<file path="src/rtl/mpt_pkg.sv">
// Package for the multiplexed periodic timers: sizes, codes, types and
// the base-rate merge function. Depends on nothing; every rtl file but mpt_ram uses it.
`default_nettype none
package mpt_pkg;

  localparam int TIMERS = 8;
  localparam int SLOT_W = (TIMERS > 1) ? $clog2(TIMERS) : 1;
  localparam int RATE_W = 10;
  localparam int FREQ_IN_W = 16;
  localparam int ID_IN_W = 16;
  localparam int RES_ID_W = 3;
  localparam int MAX_OUT = 8;
  localparam int FIRE_CNT_W = $clog2(MAX_OUT + 1);

  localparam logic [RATE_W-1:0] MAX_RATE = 10'd1000;

  localparam logic [1:0] OP_TICK = 2'd0;
  localparam logic [1:0] OP_SET = 2'd1;
  localparam logic [1:0] OP_DEL = 2'd2;

  localparam logic [1:0] ST_OK = 2'd0;
  localparam logic [1:0] ST_NOFREE = 2'd1;
  localparam logic [1:0] ST_INVALID = 2'd2;

  localparam logic KIND_ACK = 1'b0;
  localparam logic KIND_FIRE = 1'b1;

  typedef logic [SLOT_W-1:0] slot_t;
  typedef logic [RATE_W-1:0] rate_t;

  // One slot entry as held in the slot RAM.
  typedef struct packed {
    rate_t freq;
    rate_t count;
    rate_t period;
  } word_t;

  // Commands from the controller to the datapath.
  typedef struct packed {
    logic       load;
    logic       idx_inc;
    logic       tick_pr;
    logic       tick_end;
    logic       scan_pr;
    logic       commit;
    logic       div_start;
    logic       div_new;
    logic       rt_wr;
    logic       np_wr;
    logic       emit_ack;
    logic [1:0] ack_status;
  } cmd_t;

  // Status from the datapath to the controller.
  typedef struct packed {
    logic in_tick;
    logic in_setdel;
    logic in_bad;
    logic idx_last;
    logic idx_active;
    logic full;
    logic rate_chg;
    logic rate_zero;
    logic is_set;
    logic div_done;
  } stat_t;

  // Folds one active frequency into the running base rate.
  function automatic rate_t merge_rate(input rate_t acc, input rate_t f);
    rate_t r;
    if (f inside {10'd1, 10'd2, 10'd25, 10'd50, 10'd100, 10'd200}) begin
      r = (f > acc) ? f : acc;
    end else begin
      r = MAX_RATE;
    end
    return r;
  endfunction

  // Slot number as reported on the result port, masked to its width.
  function automatic logic [RES_ID_W-1:0] slot_to_id(input slot_t s);
    logic [31:0] w;
    w = 32'(s);
    return w[RES_ID_W-1:0];
  endfunction

endpackage
`default_nettype wire

</file>
<file path="src/rtl/mpt_ram.sv">
// Generic single-write, single-read RAM with registered read data.
// Depends on nothing.
`default_nettype none
module mpt_ram #(
  parameter int WIDTH = 8,
  parameter int DEPTH = 8
) (
  input  wire                                         clk,
  input  wire                                         we,
  input  wire  [((DEPTH > 1) ? $clog2(DEPTH) : 1)-1:0] waddr,
  input  wire  [WIDTH-1:0]                            wdata,
  input  wire  [((DEPTH > 1) ? $clog2(DEPTH) : 1)-1:0] raddr,
  output logic [WIDTH-1:0]                            rdata
);

  logic [WIDTH-1:0] mem [DEPTH];

  always_ff @(posedge clk) begin
    if (we) begin
      mem[waddr] <= wdata;
    end
    rdata <= mem[raddr];
  end

endmodule
`default_nettype wire

</file>
<file path="src/rtl/mpt_div.sv">
// Restoring divider, one quotient bit per cycle, for period = base / freq.
// Depends on mpt_pkg.
`default_nettype none
module mpt_div (
  input  wire                  clk,
  input  wire                  rst_n,
  input  wire                  start,
  input  wire  mpt_pkg::rate_t dividend,
  input  wire  mpt_pkg::rate_t divisor,
  output logic                 done,
  output mpt_pkg::rate_t       quotient
);

  localparam int W = mpt_pkg::RATE_W;
  localparam int CNT_W = $clog2(W + 1);

  logic [CNT_W-1:0] cnt_r, cnt_nxt;
  logic             done_r, done_nxt;
  logic [W:0]       rem_r, rem_nxt;
  logic [W-1:0]     quo_r, quo_nxt;
  logic [W-1:0]     dsr_r, dsr_nxt;
  logic [W:0]       rem_sh;
  logic [W+1:0]     diff;

  always_comb begin
    cnt_nxt = cnt_r;
    done_nxt = 1'b0;
    rem_nxt = rem_r;
    quo_nxt = quo_r;
    dsr_nxt = dsr_r;
    rem_sh = {rem_r[W-1:0], quo_r[W-1]};
    diff = {1'b0, rem_sh} - {2'b00, dsr_r};
    if (start) begin
      cnt_nxt = CNT_W'(W);
      rem_nxt = '0;
      quo_nxt = dividend;
      dsr_nxt = divisor;
    end else if (cnt_r != '0) begin
      if (!diff[W+1]) begin
        rem_nxt = diff[W:0];
        quo_nxt = {quo_r[W-2:0], 1'b1};
      end else begin
        rem_nxt = rem_sh;
        quo_nxt = {quo_r[W-2:0], 1'b0};
      end
      cnt_nxt = cnt_r - 1'b1;
      done_nxt = (cnt_r == CNT_W'(1));
    end
  end

  always_ff @(posedge clk) begin
    if (!rst_n) begin
      cnt_r <= '0;
      done_r <= 1'b0;
    end else begin
      cnt_r <= cnt_nxt;
      done_r <= done_nxt;
    end
    rem_r <= rem_nxt;
    quo_r <= quo_nxt;
    dsr_r <= dsr_nxt;
  end

  assign done = done_r;
  assign quotient = quo_r;

endmodule
`default_nettype wire

</file>
<file path="src/rtl/mpt_datapath.sv">
// Datapath of the timers: slot RAM, active bits, walk index, base rate,
// divider and result registers. Depends on mpt_pkg, mpt_ram and mpt_div.
`default_nettype none
module mpt_datapath (
  input  wire                           clk,
  input  wire                           rst_n,
  input  wire  mpt_pkg::cmd_t           cmd,
  output mpt_pkg::stat_t                st,
  input  wire  [1:0]                    in_op,
  input  wire  [mpt_pkg::FREQ_IN_W-1:0] in_freq_hz,
  input  wire  [mpt_pkg::ID_IN_W-1:0]   in_timer_id,
  output logic                          out_strobe,
  output logic                          out_kind,
  output logic [1:0]                    out_status,
  output logic [mpt_pkg::RES_ID_W-1:0]  out_result_id,
  output logic [mpt_pkg::RATE_W-1:0]    out_base_rate_hz,
  output logic                          out_last
);

  localparam int T = mpt_pkg::TIMERS;
  localparam mpt_pkg::slot_t LAST_IDX = mpt_pkg::slot_t'(T - 1);

  logic [T-1:0]                    active_r, active_nxt;
  mpt_pkg::slot_t                  idx_r, idx_nxt;
  mpt_pkg::slot_t                  id_r, id_nxt;
  mpt_pkg::slot_t                  slot_r, slot_nxt;
  mpt_pkg::slot_t                  pend_id_r, pend_id_nxt;
  logic                            pend_v_r, pend_v_nxt;
  logic                            set_r, set_nxt;
  logic                            free_r, free_nxt;
  logic [mpt_pkg::FIRE_CNT_W-1:0]  fires_r, fires_nxt;
  mpt_pkg::rate_t                  freq_r, freq_nxt;
  mpt_pkg::rate_t                  acc_r, acc_nxt;
  mpt_pkg::rate_t                  base_r, base_nxt;
  mpt_pkg::rate_t                  new_rate;

  logic                            strobe_r, strobe_nxt;
  logic                            kind_r, kind_nxt;
  logic [1:0]                      status_r, status_nxt;
  logic [mpt_pkg::RES_ID_W-1:0]    rid_r, rid_nxt;
  mpt_pkg::rate_t                  obase_r, obase_nxt;
  logic                            last_r, last_nxt;

  logic                            we;
  mpt_pkg::slot_t                  waddr;
  mpt_pkg::word_t                  wdata;
  mpt_pkg::word_t                  rword;
  logic [$bits(mpt_pkg::word_t)-1:0] rdata;
  mpt_pkg::rate_t                  cnt1;
  logic                            fire;
  logic                            div_done;
  mpt_pkg::rate_t                  quo;
  mpt_pkg::rate_t                  div_dsr;
  logic                            in_set, in_del;

  assign rword = mpt_pkg::word_t'(rdata);

  mpt_ram #(
    .WIDTH($bits(mpt_pkg::word_t)),
    .DEPTH(T)
  ) u_ram (
    .clk  (clk),
    .we   (we),
    .waddr(waddr),
    .wdata(wdata),
    .raddr(idx_r),
    .rdata(rdata)
  );

  assign div_dsr = cmd.div_new ? freq_r : rword.freq;

  mpt_div u_div (
    .clk     (clk),
    .rst_n   (rst_n),
    .start   (cmd.div_start),
    .dividend(base_r),
    .divisor (div_dsr),
    .done    (div_done),
    .quotient(quo)
  );

  assign in_set = (in_op == mpt_pkg::OP_SET);
  assign in_del = (in_op == mpt_pkg::OP_DEL);
  assign new_rate = set_r ? mpt_pkg::merge_rate(acc_r, freq_r) : acc_r;
  assign cnt1 = rword.count + 1'b1;
  assign fire = (cnt1 >= rword.period);

  always_comb begin
    st.in_tick = (in_op == mpt_pkg::OP_TICK);
    st.in_setdel = in_set || in_del;
    st.in_bad = (in_set && ((in_freq_hz == '0) ||
                            (in_freq_hz > mpt_pkg::FREQ_IN_W'(mpt_pkg::MAX_RATE)))) ||
                (in_del && (in_timer_id >= mpt_pkg::ID_IN_W'(T)));
    st.idx_last = (idx_r == LAST_IDX);
    st.idx_active = active_r[idx_r];
    st.full = set_r && !free_r;
    st.rate_chg = (new_rate != base_r);
    st.rate_zero = (new_rate == '0);
    st.is_set = set_r;
    st.div_done = div_done;
  end

  always_comb begin
    active_nxt = active_r;
    idx_nxt = idx_r;
    id_nxt = id_r;
    slot_nxt = slot_r;
    pend_id_nxt = pend_id_r;
    pend_v_nxt = pend_v_r;
    set_nxt = set_r;
    free_nxt = free_r;
    fires_nxt = fires_r;
    freq_nxt = freq_r;
    acc_nxt = acc_r;
    base_nxt = base_r;
    strobe_nxt = 1'b0;
    kind_nxt = kind_r;
    status_nxt = status_r;
    rid_nxt = rid_r;
    obase_nxt = obase_r;
    last_nxt = last_r;
    we = 1'b0;
    waddr = idx_r;
    wdata = rword;

    if (cmd.load) begin
      idx_nxt = '0;
      id_nxt = mpt_pkg::slot_t'(in_timer_id);
      set_nxt = in_set;
      freq_nxt = mpt_pkg::rate_t'(in_freq_hz);
      free_nxt = 1'b0;
      acc_nxt = '0;
      fires_nxt = '0;
      pend_v_nxt = 1'b0;
    end

    if (cmd.idx_inc) begin
      idx_nxt = mpt_pkg::slot_t'(idx_r + 1'b1);
    end

    // Tick: advance the count, clear it on reaching the period. A fire is
    // held back one step so that the final one can carry the last flag.
    if (cmd.tick_pr && active_r[idx_r]) begin
      we = 1'b1;
      wdata.count = fire ? '0 : cnt1;
      if (fire && (fires_r < mpt_pkg::FIRE_CNT_W'(mpt_pkg::MAX_OUT))) begin
        if (pend_v_r) begin
          strobe_nxt = 1'b1;
          kind_nxt = mpt_pkg::KIND_FIRE;
          status_nxt = mpt_pkg::ST_OK;
          rid_nxt = mpt_pkg::slot_to_id(pend_id_r);
          obase_nxt = base_r;
          last_nxt = 1'b0;
        end
        pend_v_nxt = 1'b1;
        pend_id_nxt = idx_r;
        fires_nxt = fires_r + 1'b1;
      end
    end

    if (cmd.tick_end && pend_v_r) begin
      strobe_nxt = 1'b1;
      kind_nxt = mpt_pkg::KIND_FIRE;
      status_nxt = mpt_pkg::ST_OK;
      rid_nxt = mpt_pkg::slot_to_id(pend_id_r);
      obase_nxt = base_r;
      last_nxt = 1'b1;
    end

    // Scan: wanted rate over the slots that stay active, first free slot.
    if (cmd.scan_pr) begin
      if (active_r[idx_r] && !(!set_r && (idx_r == id_r))) begin
        acc_nxt = mpt_pkg::merge_rate(acc_r, rword.freq);
      end
      if (!active_r[idx_r] && !free_r) begin
        free_nxt = 1'b1;
        slot_nxt = idx_r;
      end
    end

    if (cmd.commit) begin
      base_nxt = new_rate;
      idx_nxt = '0;
      if (set_r) begin
        active_nxt[slot_r] = 1'b1;
        we = 1'b1;
        waddr = slot_r;
        wdata.freq = freq_r;
        wdata.count = '0;
        wdata.period = '0;
      end else begin
        active_nxt[id_r] = 1'b0;
      end
    end

    if (cmd.rt_wr) begin
      we = 1'b1;
      wdata.count = '0;
      wdata.period = quo;
    end

    if (cmd.np_wr) begin
      we = 1'b1;
      waddr = slot_r;
      wdata.freq = freq_r;
      wdata.count = '0;
      wdata.period = quo;
    end

    if (cmd.emit_ack) begin
      strobe_nxt = 1'b1;
      kind_nxt = mpt_pkg::KIND_ACK;
      status_nxt = cmd.ack_status;
      rid_nxt = ((cmd.ack_status == mpt_pkg::ST_OK) && set_r) ?
                mpt_pkg::slot_to_id(slot_r) : '0;
      obase_nxt = base_r;
      last_nxt = 1'b1;
    end
  end

  always_ff @(posedge clk) begin
    if (!rst_n) begin
      active_r <= '0;
      base_r <= '0;
      strobe_r <= 1'b0;
      pend_v_r <= 1'b0;
      fires_r <= '0;
      idx_r <= '0;
    end else begin
      active_r <= active_nxt;
      base_r <= base_nxt;
      strobe_r <= strobe_nxt;
      pend_v_r <= pend_v_nxt;
      fires_r <= fires_nxt;
      idx_r <= idx_nxt;
    end
    id_r <= id_nxt;
    slot_r <= slot_nxt;
    pend_id_r <= pend_id_nxt;
    set_r <= set_nxt;
    free_r <= free_nxt;
    freq_r <= freq_nxt;
    acc_r <= acc_nxt;
    kind_r <= kind_nxt;
    status_r <= status_nxt;
    rid_r <= rid_nxt;
    obase_r <= obase_nxt;
    last_r <= last_nxt;
  end

  assign out_strobe = strobe_r;
  assign out_kind = kind_r;
  assign out_status = status_r;
  assign out_result_id = rid_r;
  assign out_base_rate_hz = obase_r;
  assign out_last = last_r;

endmodule
`default_nettype wire

</file>
<file path="src/rtl/mpt_ctrl.sv">
// Controller state machine of the timers: sequences tick, scan, retune
// and new-period passes over the slots. Depends on mpt_pkg.
`default_nettype none
module mpt_ctrl (
  input  wire                  clk,
  input  wire                  rst_n,
  input  wire                  start,
  output logic                 busy,
  input  wire  mpt_pkg::stat_t st,
  output mpt_pkg::cmd_t        cmd
);

  localparam logic [3:0] S_IDLE = 4'd0;
  localparam logic [3:0] S_TK_RD = 4'd1;
  localparam logic [3:0] S_TK_PR = 4'd2;
  localparam logic [3:0] S_TK_END = 4'd3;
  localparam logic [3:0] S_SC_RD = 4'd4;
  localparam logic [3:0] S_SC_PR = 4'd5;
  localparam logic [3:0] S_DECIDE = 4'd6;
  localparam logic [3:0] S_RT_RD = 4'd7;
  localparam logic [3:0] S_RT_PR = 4'd8;
  localparam logic [3:0] S_RT_DIV = 4'd9;
  localparam logic [3:0] S_NP_DIV = 4'd10;
  localparam logic [3:0] S_ACK = 4'd11;

  logic [3:0] state_r, state_nxt;

  always_comb begin
    state_nxt = state_r;
    cmd = '0;
    cmd.ack_status = mpt_pkg::ST_OK;
    case (state_r)
      S_IDLE: begin
        if (start) begin
          if (st.in_tick) begin
            cmd.load = 1'b1;
            state_nxt = S_TK_RD;
          end else if (st.in_setdel && st.in_bad) begin
            cmd.emit_ack = 1'b1;
            cmd.ack_status = mpt_pkg::ST_INVALID;
          end else if (st.in_setdel) begin
            cmd.load = 1'b1;
            state_nxt = S_SC_RD;
          end
        end
      end
      S_TK_RD: state_nxt = S_TK_PR;
      S_TK_PR: begin
        cmd.tick_pr = 1'b1;
        if (st.idx_last) begin
          state_nxt = S_TK_END;
        end else begin
          cmd.idx_inc = 1'b1;
          state_nxt = S_TK_RD;
        end
      end
      S_TK_END: begin
        cmd.tick_end = 1'b1;
        state_nxt = S_IDLE;
      end
      S_SC_RD: state_nxt = S_SC_PR;
      S_SC_PR: begin
        cmd.scan_pr = 1'b1;
        if (st.idx_last) begin
          state_nxt = S_DECIDE;
        end else begin
          cmd.idx_inc = 1'b1;
          state_nxt = S_SC_RD;
        end
      end
      S_DECIDE: begin
        if (st.full) begin
          cmd.emit_ack = 1'b1;
          cmd.ack_status = mpt_pkg::ST_NOFREE;
          state_nxt = S_IDLE;
        end else begin
          cmd.commit = 1'b1;
          if (st.rate_chg && !st.rate_zero) begin
            state_nxt = S_RT_RD;
          end else if (st.is_set) begin
            cmd.div_start = 1'b1;
            cmd.div_new = 1'b1;
            state_nxt = S_NP_DIV;
          end else begin
            state_nxt = S_ACK;
          end
        end
      end
      S_RT_RD: state_nxt = S_RT_PR;
      S_RT_PR: begin
        if (st.idx_active) begin
          cmd.div_start = 1'b1;
          state_nxt = S_RT_DIV;
        end else if (st.idx_last) begin
          state_nxt = S_ACK;
        end else begin
          cmd.idx_inc = 1'b1;
          state_nxt = S_RT_RD;
        end
      end
      S_RT_DIV: begin
        if (st.div_done) begin
          cmd.rt_wr = 1'b1;
          if (st.idx_last) begin
            state_nxt = S_ACK;
          end else begin
            cmd.idx_inc = 1'b1;
            state_nxt = S_RT_RD;
          end
        end
      end
      S_NP_DIV: begin
        if (st.div_done) begin
          cmd.np_wr = 1'b1;
          state_nxt = S_ACK;
        end
      end
      S_ACK: begin
        cmd.emit_ack = 1'b1;
        state_nxt = S_IDLE;
      end
      default: state_nxt = S_IDLE;
    endcase
  end

  always_ff @(posedge clk) begin
    if (!rst_n) begin
      state_r <= S_IDLE;
    end else begin
      state_r <= state_nxt;
    end
  end

  assign busy = (state_r != S_IDLE);

endmodule
`default_nettype wire

</file>
<file path="src/rtl/multiplexed_periodic_timers.sv">
// Top level of the multiplexed periodic timers: controller plus datapath.
// Depends on mpt_pkg, mpt_ctrl and mpt_datapath.
//
//   channel   | ports                                        | handshake
//   ----------+----------------------------------------------+-------------------
//   command   | in_op, in_freq_hz, in_timer_id               | start high, busy low
//   result    | out_kind, out_status, out_result_id,         | out_strobe, one
//             | out_base_rate_hz, out_last                   | cycle, no stall
//
// Each word is handled one at a time; busy stays high until its work is done.
// A tick walks every slot through the slot RAM's single read port, reading
// and then processing each slot in turn, then sends the last fire. A
// set or delete first scans all slots. A set then writes one new period
// through the 10-step divider; when the base rate changes to a nonzero
// value, every active slot is retuned through the divider instead.
// Reset is synchronous and active low; it frees every slot and stops the base.
// The receiver cannot stall: each result is shown for exactly one cycle.
`default_nettype none
module multiplexed_periodic_timers (
  input  wire                           clk,
  input  wire                           rst_n,
  input  wire                           start,
  output logic                          busy,
  input  wire  [1:0]                    in_op,
  input  wire  [mpt_pkg::FREQ_IN_W-1:0] in_freq_hz,
  input  wire  [mpt_pkg::ID_IN_W-1:0]   in_timer_id,
  output logic                          out_strobe,
  output logic                          out_kind,
  output logic [1:0]                    out_status,
  output logic [mpt_pkg::RES_ID_W-1:0]  out_result_id,
  output logic [mpt_pkg::RATE_W-1:0]    out_base_rate_hz,
  output logic                          out_last
);

  // Command and status between the sequencer and the datapath.
  mpt_pkg::cmd_t  cmd;
  mpt_pkg::stat_t st;

  // The controller decides what each cycle does; it never touches data.
  mpt_ctrl u_ctrl (
    .clk  (clk),
    .rst_n(rst_n),
    .start(start),
    .busy (busy),
    .st   (st),
    .cmd  (cmd)
  );

  // The datapath holds slots, base rate, divider and the result registers.
  // Fires are delayed by one step so the final fire of a tick gets out_last.
  mpt_datapath u_dp (
    .clk             (clk),
    .rst_n           (rst_n),
    .cmd             (cmd),
    .st              (st),
    .in_op           (in_op),
    .in_freq_hz      (in_freq_hz),
    .in_timer_id     (in_timer_id),
    .out_strobe      (out_strobe),
    .out_kind        (out_kind),
    .out_status      (out_status),
    .out_result_id   (out_result_id),
    .out_base_rate_hz(out_base_rate_hz),
    .out_last        (out_last)
  );

endmodule
`default_nettype wire
</file>
<file path="config.mk">
export PLATFORM = sky130hd
export DESIGN_NAME = multiplexed_periodic_timers
export DESIGN_NICKNAME = d
export VERILOG_FILES = /design/src/rtl/mpt_pkg.sv /design/src/rtl/mpt_ram.sv /design/src/rtl/mpt_div.sv /design/src/rtl/mpt_datapath.sv /design/src/rtl/mpt_ctrl.sv /design/src/rtl/multiplexed_periodic_timers.sv
export SDC_FILE = /design/constraint.sdc
export NUM_CORES = 1
export LEC_CHECK = 0
export BUFFER_PORTS_ARGS = -buffer_cell sky130_fd_sc_hd__buf_2
export CORE_AREA = 2 2 163 197
export DETAILED_ROUTE_END_ITERATION = 6
export DIE_AREA = 0 0 165 199
export PLACE_DENSITY = 0.85
export SYNTH_ARGS = -nofsm -noshare
export SYNTH_HDL_FRONTEND = slang
export SYNTH_SLANG_ARGS = --single-unit
</file>
<file path="constraint.sdc">
create_clock -name clk -period 4.12 [get_ports clk]
set_input_delay 0.824 -clock clk [delete_from_list [all_inputs] [get_ports clk]]
set_output_delay 0.824 -clock clk [all_outputs]
set_load 0.01 [all_outputs]
</file>
==> results of run 1 <==
## power groups by stage
stage | sequential [uW] | clock [uW] | combinational [uW]
floorplan | 4330 | 0 | 391
global placement | 4350 | 0 | 511
detailed placement | 4350 | 0 | 534
CTS | 4270 | 3550 | 540
global route | 4270 | 3700 | 608
finish | 4270 | 3510 | 545
## timing repair
action | in CTS | in global routing
resized for setup | 0 | 4
endpoints found under the setup margin | 0 | 85
setup buffers | 0 | 2
hold buffers | 0 | 0
## metal layers
| layer | up-vias | track usage (%) | wire, um |
|---|---|---|---|
| li1 | 5006 | - | - |
| met1 | 5582 | 31.7 | 15600 |
| met2 | 576 | 42.9 | 20400 |
| met3 | 148 | 4.05 | 2930 |
| met4 | 0 | 13.5 | 2030 |
| met5 | - | 0 | 0 |
## through the flow
step                total power, uW  std cells  hold slack, ns  worst slack (ns)  instance area, um^2
floorplan                      4720       1256           0.441             0.114                17100
global placement               4860       1713           0.446            0.0845                18200
detailed placement             4880       1713           0.459            0.0936                18200
CTS                            8360       1778           0.463            0.0449                19500
global route                   8580       1780           0.462            0.0524                19500
finish                         8320       1780           0.462             0.301                19500
## tightest hold or removal path, cell delays in order, from the launching register on
cell and delay [ns]:
dfxtp_1 0.30, inv_1 0.04, a21boi_0 0.07
## cell type report
| class | count | area, um^2 |
|---|---|---|
| Fill cell | 2145 | 11500 |
| Sequential cell | 384 | 10700 |
| Multi-Input combinational cell | 753 | 5960 |
| Timing Repair Buffer | 115 | 801 |
| Tap cell | 401 | 502 |
| Clock inverter | 18 | 258 |
| Clock buffer | 47 | 992 |
| Inverter | 62 | 233 |
## path summary, 6_finish.rpt
| path | start | to | slack, ns |
|---|---|---|---|
| hold reg to reg | u_dp.out_kind | u_dp.out_kind | 0.46 |
| hold / removal | u_dp.out_kind | u_dp.out_kind | 0.46 |
| setup reg to reg | u_dp.acc_r[5] | u_dp.u_div.dsr_r[5] | 0.30 |
| setup / recovery | u_dp.acc_r[5] | u_dp.u_div.dsr_r[5] | 0.30 |
## placed cells by master, fill, tap and decap left out, types with 7 or more instances in the layout
cell type	Yosys	routed
inv_1	62	62
nor2b_1	16	16
a31oi_1	15	15
dfxtp_1	79	77
a21oi_1	33	33
o21ai_0	53	53
o31ai_1	7	7
edfxtp_1	305	305
clkbuf_16	0	36
and3_1	9	9
ha_1	47	47
buf_4	0	54
mux4_2	62	62
nand2_1	142	142
nor2_4	0	8
a211oi_1	16	15
xnor2_1	10	10
nand4_1	16	16
nand3_1	24	24
a21o_1	16	16
nor3b_1	9	9
xor2_1	8	8
nor4_1	13	13
a22o_1	24	24
mux2_2	19	19
nor3_1	17	16
and2_1	9	9
o22ai_1	8	8
nor2_1	67	59
a21boi_0	11	11
nand2b_1	14	14
buf_2	1	55
## registers in the layout, indices dropped and copies added, names as in the netlist, 2 cells and up
name / count
u_ctrl.state_r: 4
u_dp.idx_r: 3
u_dp.base_r: 10
u_dp.acc_r: 10
u_dp.u_div.dsr_r: 10
u_dp.u_ram.rdata: 30
u_dp.u_div.cnt_r: 4
u_dp.fires_r: 4
u_dp.u_div.quotient: 10
u_dp.active_r: 8
u_dp.u_ram.mem: 240
u_dp.pend_id_r: 3
u_dp.out_base_rate_hz: 10
u_dp.id_r: 3
u_dp.slot_r: 3
u_dp.out_result_id: 3
u_dp.freq_r: 10
u_dp.out_status: 2
u_dp.u_div.rem_r: 10
## cell families after synthesis
kind of cell | count (synthesis) | share of synthesized area (%)
buffers and inverters | 119 | 2.75
AOI/OAI and AO/OA | 236 | 9.67
and+or+nand+nor | 362 | 10.3
adders and majority gates | 48 | 3.56
xor gates and xnor gates | 18 | 0.922
DFF | 384 | 62.8
muxes | 89 | 10.0
==> flow_summary_export.csv, run 1 <==
group,metric,value,unit
timing,fmax,262,MHz
floorplanning,io-pin-count,56,
yosys,async_reset_ff_share,0,%
yosys,yosysTopAreaCell,"edfxtp_1",
yosys,synth_top_area_share,53.6,%
floorplanning,die_w,165,um
yosys,synth_area,17100,um^2
floorplanning,dieArea,32800,um^2
clock_tree,cts_root_buffer,"clkbuf_16",
hold_path,whs_path_depth,2,
clock_tree,clockBufferDepth,3,
setup_path,endpoint_kind,"flip-flop",
run_status,status,"complete, but fails checks",
timing,tightest_slew,1.23,ns
detailed_routing,num_vias,11300,
clock_tree,clk_latency,0.54,ns
floorplanning,die_h,199,um
run_status,violations,"DRC",
yosys,yosys-top-cells-count,"305 x edfxtp_1, 142 x nand2_1, 79 x dfxtp_1",
setup_path,worst_ep_arrival_time,4.06,ns
place,place_congestion,0.973,
yosys,synthTopCellsByArea,"edfxtp_1 54%, dfxtp_1 9.2%, mux4_2 8.2%",
setup_path,ff2ff_path_depth,13,
power,power.density,427,nW/um^2
detailed_routing,wirelength,41.0,mm
clock_tree,h-tree-depth,2,
layout,final_layout_size_suffix_gt1_share,20.6,%
global_route,grt_pass1_wl,63.4,mm
power,p_sw,1790,uW
yosys,synth.net_count,1341,
detailed_routing,wl_per_cell,23.0,um
floorplanning,coreArea,31000,um^2
yosys,ys_seq_area_share,62.8,%
global_route,grt_max_degree,69,
setup_path,path_max_fanout,21,
clock_tree,cts_num_sinks,384,
yosys,synth-main-ff-cell,"edfxtp_1",
global_route,grt_pass1_vias,11300,
setup_path,slowest_delay,0.36,ns
timing,period_minus_slack,3.82,ns
global_route,antenna_found_initial,0,
setup_path,cp.buffers_inverters,3,
power,clkPwrFrac,42.2,%
timing,drv_slew,0,
global_route,grt.overflow.total,0,
detailed_routing,ant_nets,0,
setup_path,worstPathCellList,"inv_1, ha_1, nand4_1, a211oi_2, a2111o_1, a31oi_1, or3_1, a2111oi_2, nand4b_1, a211o_1, nor2b_4, inv_1, buf_12",
clock_tree,cts_tree,"done",
layout,syn2layout_area_growth,14.0,%
timing,tns,0,ns
detailed_routing,drt-initial-drc-count,1080,
power,leakage,0.00703,uW
place,port_buffers,55,
timing,max_slew_margin,17.7,%
hold_path,hold_class,"flip-flop to flip-flop",
floorplanning,start_util,55.2,%
place,hpwl,25.7,mm
clock_tree,cts_buffers,36,
detailed_routing,vias_per_cell,6.36,
yosys,synth_warnings,0,
power,vdd_ir_drop_max,0.290,mV
timing,finClkSkew,0.0154,ns
setup_path,cp-start-kind,"flip-flop",
setup_path,crit_slowest_cell,"or3_1",
power,power.share.combinational,6.5,%
setup_path,crit_top_cell,"inv_1",
setup_path,path_class,"flip-flop to flip-flop",
global_route,grt_use_total,25.5,%
power,p_seq_share,51.3,%
detailed_routing,drt_pass1_iterations,7,
layout,final_util,62.9,%
layout,num_antenna_cells,0,
setup_path,cp_top_family,"compound AO/OA/AOI/OAI gates",
clock_tree,clk_pin_slew,0.06,ns
timing,setup_viol,0,
setup_path,worstPathRequired,4.36,ns
yosys,yosysUniqueCellTypes,75,
yosys,postSynthAreaPerCell,13.6,um^2
timing,rsz0062_at_grt,"no",
layout,layout.nets,1437,
job,cap_violations,0,
yosys,synth_edf_count,305,
power,swShare,21.5,%
power,cell_internal_pwr,6540,uW
yosys,synth_most_common_cell,"edfxtp_1",
floorplanning,rows,71,
timing,fin_crit_sh,92.7,%
yosys,syn_inst,1256,
timing,finalHoldViolations,0,
yosys,synth_seq_cells,384,
detailed_routing,drc,1,
setup_path,path_depth,13,
Note: power is estimated with default switching activity, not from simulation.
==> run 2: changes to the inputs <==
CELL_PAD_IN_SITES_DETAIL_PLACEMENT = 0   (was default)
CELL_PAD_IN_SITES_GLOBAL_PLACEMENT = 1   (was default)
CORE_AREA = 2 2 178 214   (was 2 2 163 197)
DIE_AREA = 0 0 180 216   (was 0 0 165 199)
==> run 2 against run 1 <==
The flow now finishes without violations. Clock power increased by 6.8%. Maximum frequency decreased by 4.3%. Wire length decreased by 1.1%. Non-clock buffer count increased by 8. Sequential share of layout area decreased by 0.90 points. Flip-flop and latch count unchanged. Worst hold slack got worse by 0.0047 ns. Clock skew increased by 0.0061 ns. Worst setup slack got worse by 0.17 ns. Global-route usage decreased by 4.4 points. Combinational power increased by 0.7%. Die area increased by 18%. Largest cell class unchanged. Largest power group unchanged. Highest routed layer unchanged.
==> flow_summary_export.csv, run 2 (synthesis results as in run 1) <==
group,metric,value,unit
run_status,status,"finished clean",
power,p_sw,1870,uW
clock_tree,clk_pin_slew,0.07,ns
detailed_routing,drt_pass1_iterations,5,
global_route,grt_pass1_wl,63.6,mm
detailed_routing,ant_nets,0,
power,vdd_ir_drop_max,0.292,mV
power,p_seq_share,49.8,%
setup_path,path_class,"flip-flop to flip-flop",
clock_tree,clockBufferDepth,3,
clock_tree,h-tree-depth,2,
layout,stdcell_count,1866,
layout,layout_commonest_cell,"edfxtp_1",
timing,drv_slew,0,
setup_path,r2r_start,"u_dp.freq_r[9]",
setup_path,worst_ep_arrival_time,4.24,ns
floorplanning,rows,77,
power,power.density,433,nW/um^2
layout,top_regs,"u_dp.u_ram.mem x240, u_dp.u_ram.rdata x30",
detailed_routing,wl_per_cell,21.7,um
timing,fin_crit_sh,96.9,%
global_route,antenna_found_initial,0,
layout,regMostFlops,"u_dp.u_ram.mem",
setup_path,ff2ff_path_depth,15,
timing,hold_ws,0.457,ns
layout,nFillCells,2972,
global_route,grt.overflow.total,0,
floorplanning,coreArea,36700,um^2
hold_path,hold_class,"flip-flop to flip-flop",
setup_path,cp-start-kind,"flip-flop",
detailed_routing,drc,0,
timing,max_slew_margin,28.6,%
timing,period_minus_slack,3.99,ns
timing,setup_viol,0,
place,port_buffers,55,
detailed_routing,vias_per_cell,5.91,
setup_path,path_max_fanout,12,
layout,syn2layout_area_growth,15.9,%
power,clkPwrFrac,43.8,%
detailed_routing,drt-initial-drc-count,900,
clock_tree,cts_tree,"done",
detailed_routing,num_vias,11000,
power,cell_internal_pwr,6710,uW
floorplanning,io-pin-count,56,
global_route,grt_pass1_vias,11200,
timing,finalHoldViolations,0,
global_route,grt_use_total,21.1,%
timing,fmax,251,MHz
hold_path,whs_path_depth,2,
layout,final_layout_size_suffix_gt1_share,21.5,%
floorplanning,start_util,46.6,%
place,place_congestion,0.947,
clock_tree,cts_root_buffer,"clkbuf_16",
layout,final_cell_mix,"305 x edfxtp_1, 142 x nand2_1, 77 x dfxtp_1",
setup_path,worstPathRequired,4.37,ns
setup_path,r2r_slack,0.13,ns
layout,largest_register_ff_count,240,
hold_path,min_to,"u_dp.out_kind",
setup_path,r2r-end,"u_dp.u_div.quotient[5]",
setup_path,endpoint_kind,"flip-flop",
layout,num_antenna_cells,0,
power,leakage,0.00714,uW
timing,tightest_slew,1.07,ns
clock_tree,cts_buffers,38,
place,hpwl,26.0,mm
clock_tree,clk_latency,0.55,ns
power,power.share.combinational,6.4,%
detailed_routing,wirelength,40.5,mm
floorplanning,die_w,180,um
global_route,grt_max_degree,66,
clock_tree,cts_num_sinks,384,
floorplanning,die_h,216,um
layout,layout.nets,1447,
hold_path,holdCritStartpoint,"u_dp.out_kind",
place,placed_cells,1790,
floorplanning,dieArea,38900,um^2
power,swShare,21.8,%
job,cap_violations,0,
timing,finClkSkew,0.0215,ns
[run 2: layer usage]
layer	vias to the layer above	wire, um	GRT usage [%]
met3	100	2140	3.04
met1	5528	16500	26.7
met5	-	0	0
met4	0	1630	8.89
li1	5038	-	-
met2	361	20200	36.4
[run 2: cell type report]
class                           count  area (um^2)  share of cell area [%]
Tap cell                          474          593                    2.99
Timing Repair Buffer              123          911                    4.60
Clock inverter                     20          274                    1.38
Sequential cell                   384        10700                    54.2
Clock buffer                       50         1090                    5.49
Multi-Input combinational cell    753         5980                    30.2
Inverter                           62          233                    1.17
[run 2: worst max-delay path, cell delays in order (launching register included)]
cell and delay [ns]:
edfxtp_1 0.45, ha_1 0.35, nand4_1 0.18, a211oi_2 0.35
a2111oi_4 0.09, buf_4 0.18, buf_4 0.14, nor4_2 0.34
o32ai_1 0.16, nor4_1 0.37, nand4b_1 0.19, a211o_1 0.34
nor2b_4 0.15, buf_12 0.16, nand2_1 0.12, buf_12 0.14
[run 2: worst max path at each step]
stage                        start                endpoint  slack, ns  cells after the start
floorplan           u_dp.freq_r[3]  u_dp.u_div.quotient[0]       0.11                     13
global placement     u_dp.acc_r[5]     u_dp.u_div.dsr_r[8]       0.15                     13
detailed placement   u_dp.acc_r[5]     u_dp.u_div.rem_r[9]       0.09                     16
CTS                  u_dp.acc_r[5]     u_dp.u_div.rem_r[9]       0.06                     16
global route        u_dp.freq_r[8]  u_dp.u_div.quotient[5]  -0.000004                     16
finish              u_dp.freq_r[9]  u_dp.u_div.quotient[5]       0.13                     15
[run 2: through the flow]
stage	total power, uW	TNS (ns)	instance area [um^2]	worst slack, ns	utilization (%)
finish	8570	0	19800	0.129	54.0
global route	8850	-0.00000355	19800	-0.00000355	54.0
CTS	8620	0	19700	0.0629	53.8
detailed placement	4900	0	18400	0.0918	50.1
global placement	4880	0	18400	0.151	50.1
floorplan	4720	0	17100	0.114	-
[run 2: power by group through the flow]
stage | Combinational [uW] | Clock, uW | Sequential (uW)
6_report | 549 | 3750 | 4270
5_1_grt | 614 | 3950 | 4280
4_1_cts | 545 | 3810 | 4270
3_5_place_dp | 541 | 0 | 4350
3_3_place_gp | 527 | 0 | 4350
2_1_floorplan | 391 | 0 | 4330
[run 2: timing repair]
action | in CTS | in global routing
setup endpoints to repair | 0 | 61
resized for setup | 0 | 5
setup buffers | 0 | 6
hold buffers | 0 | 0
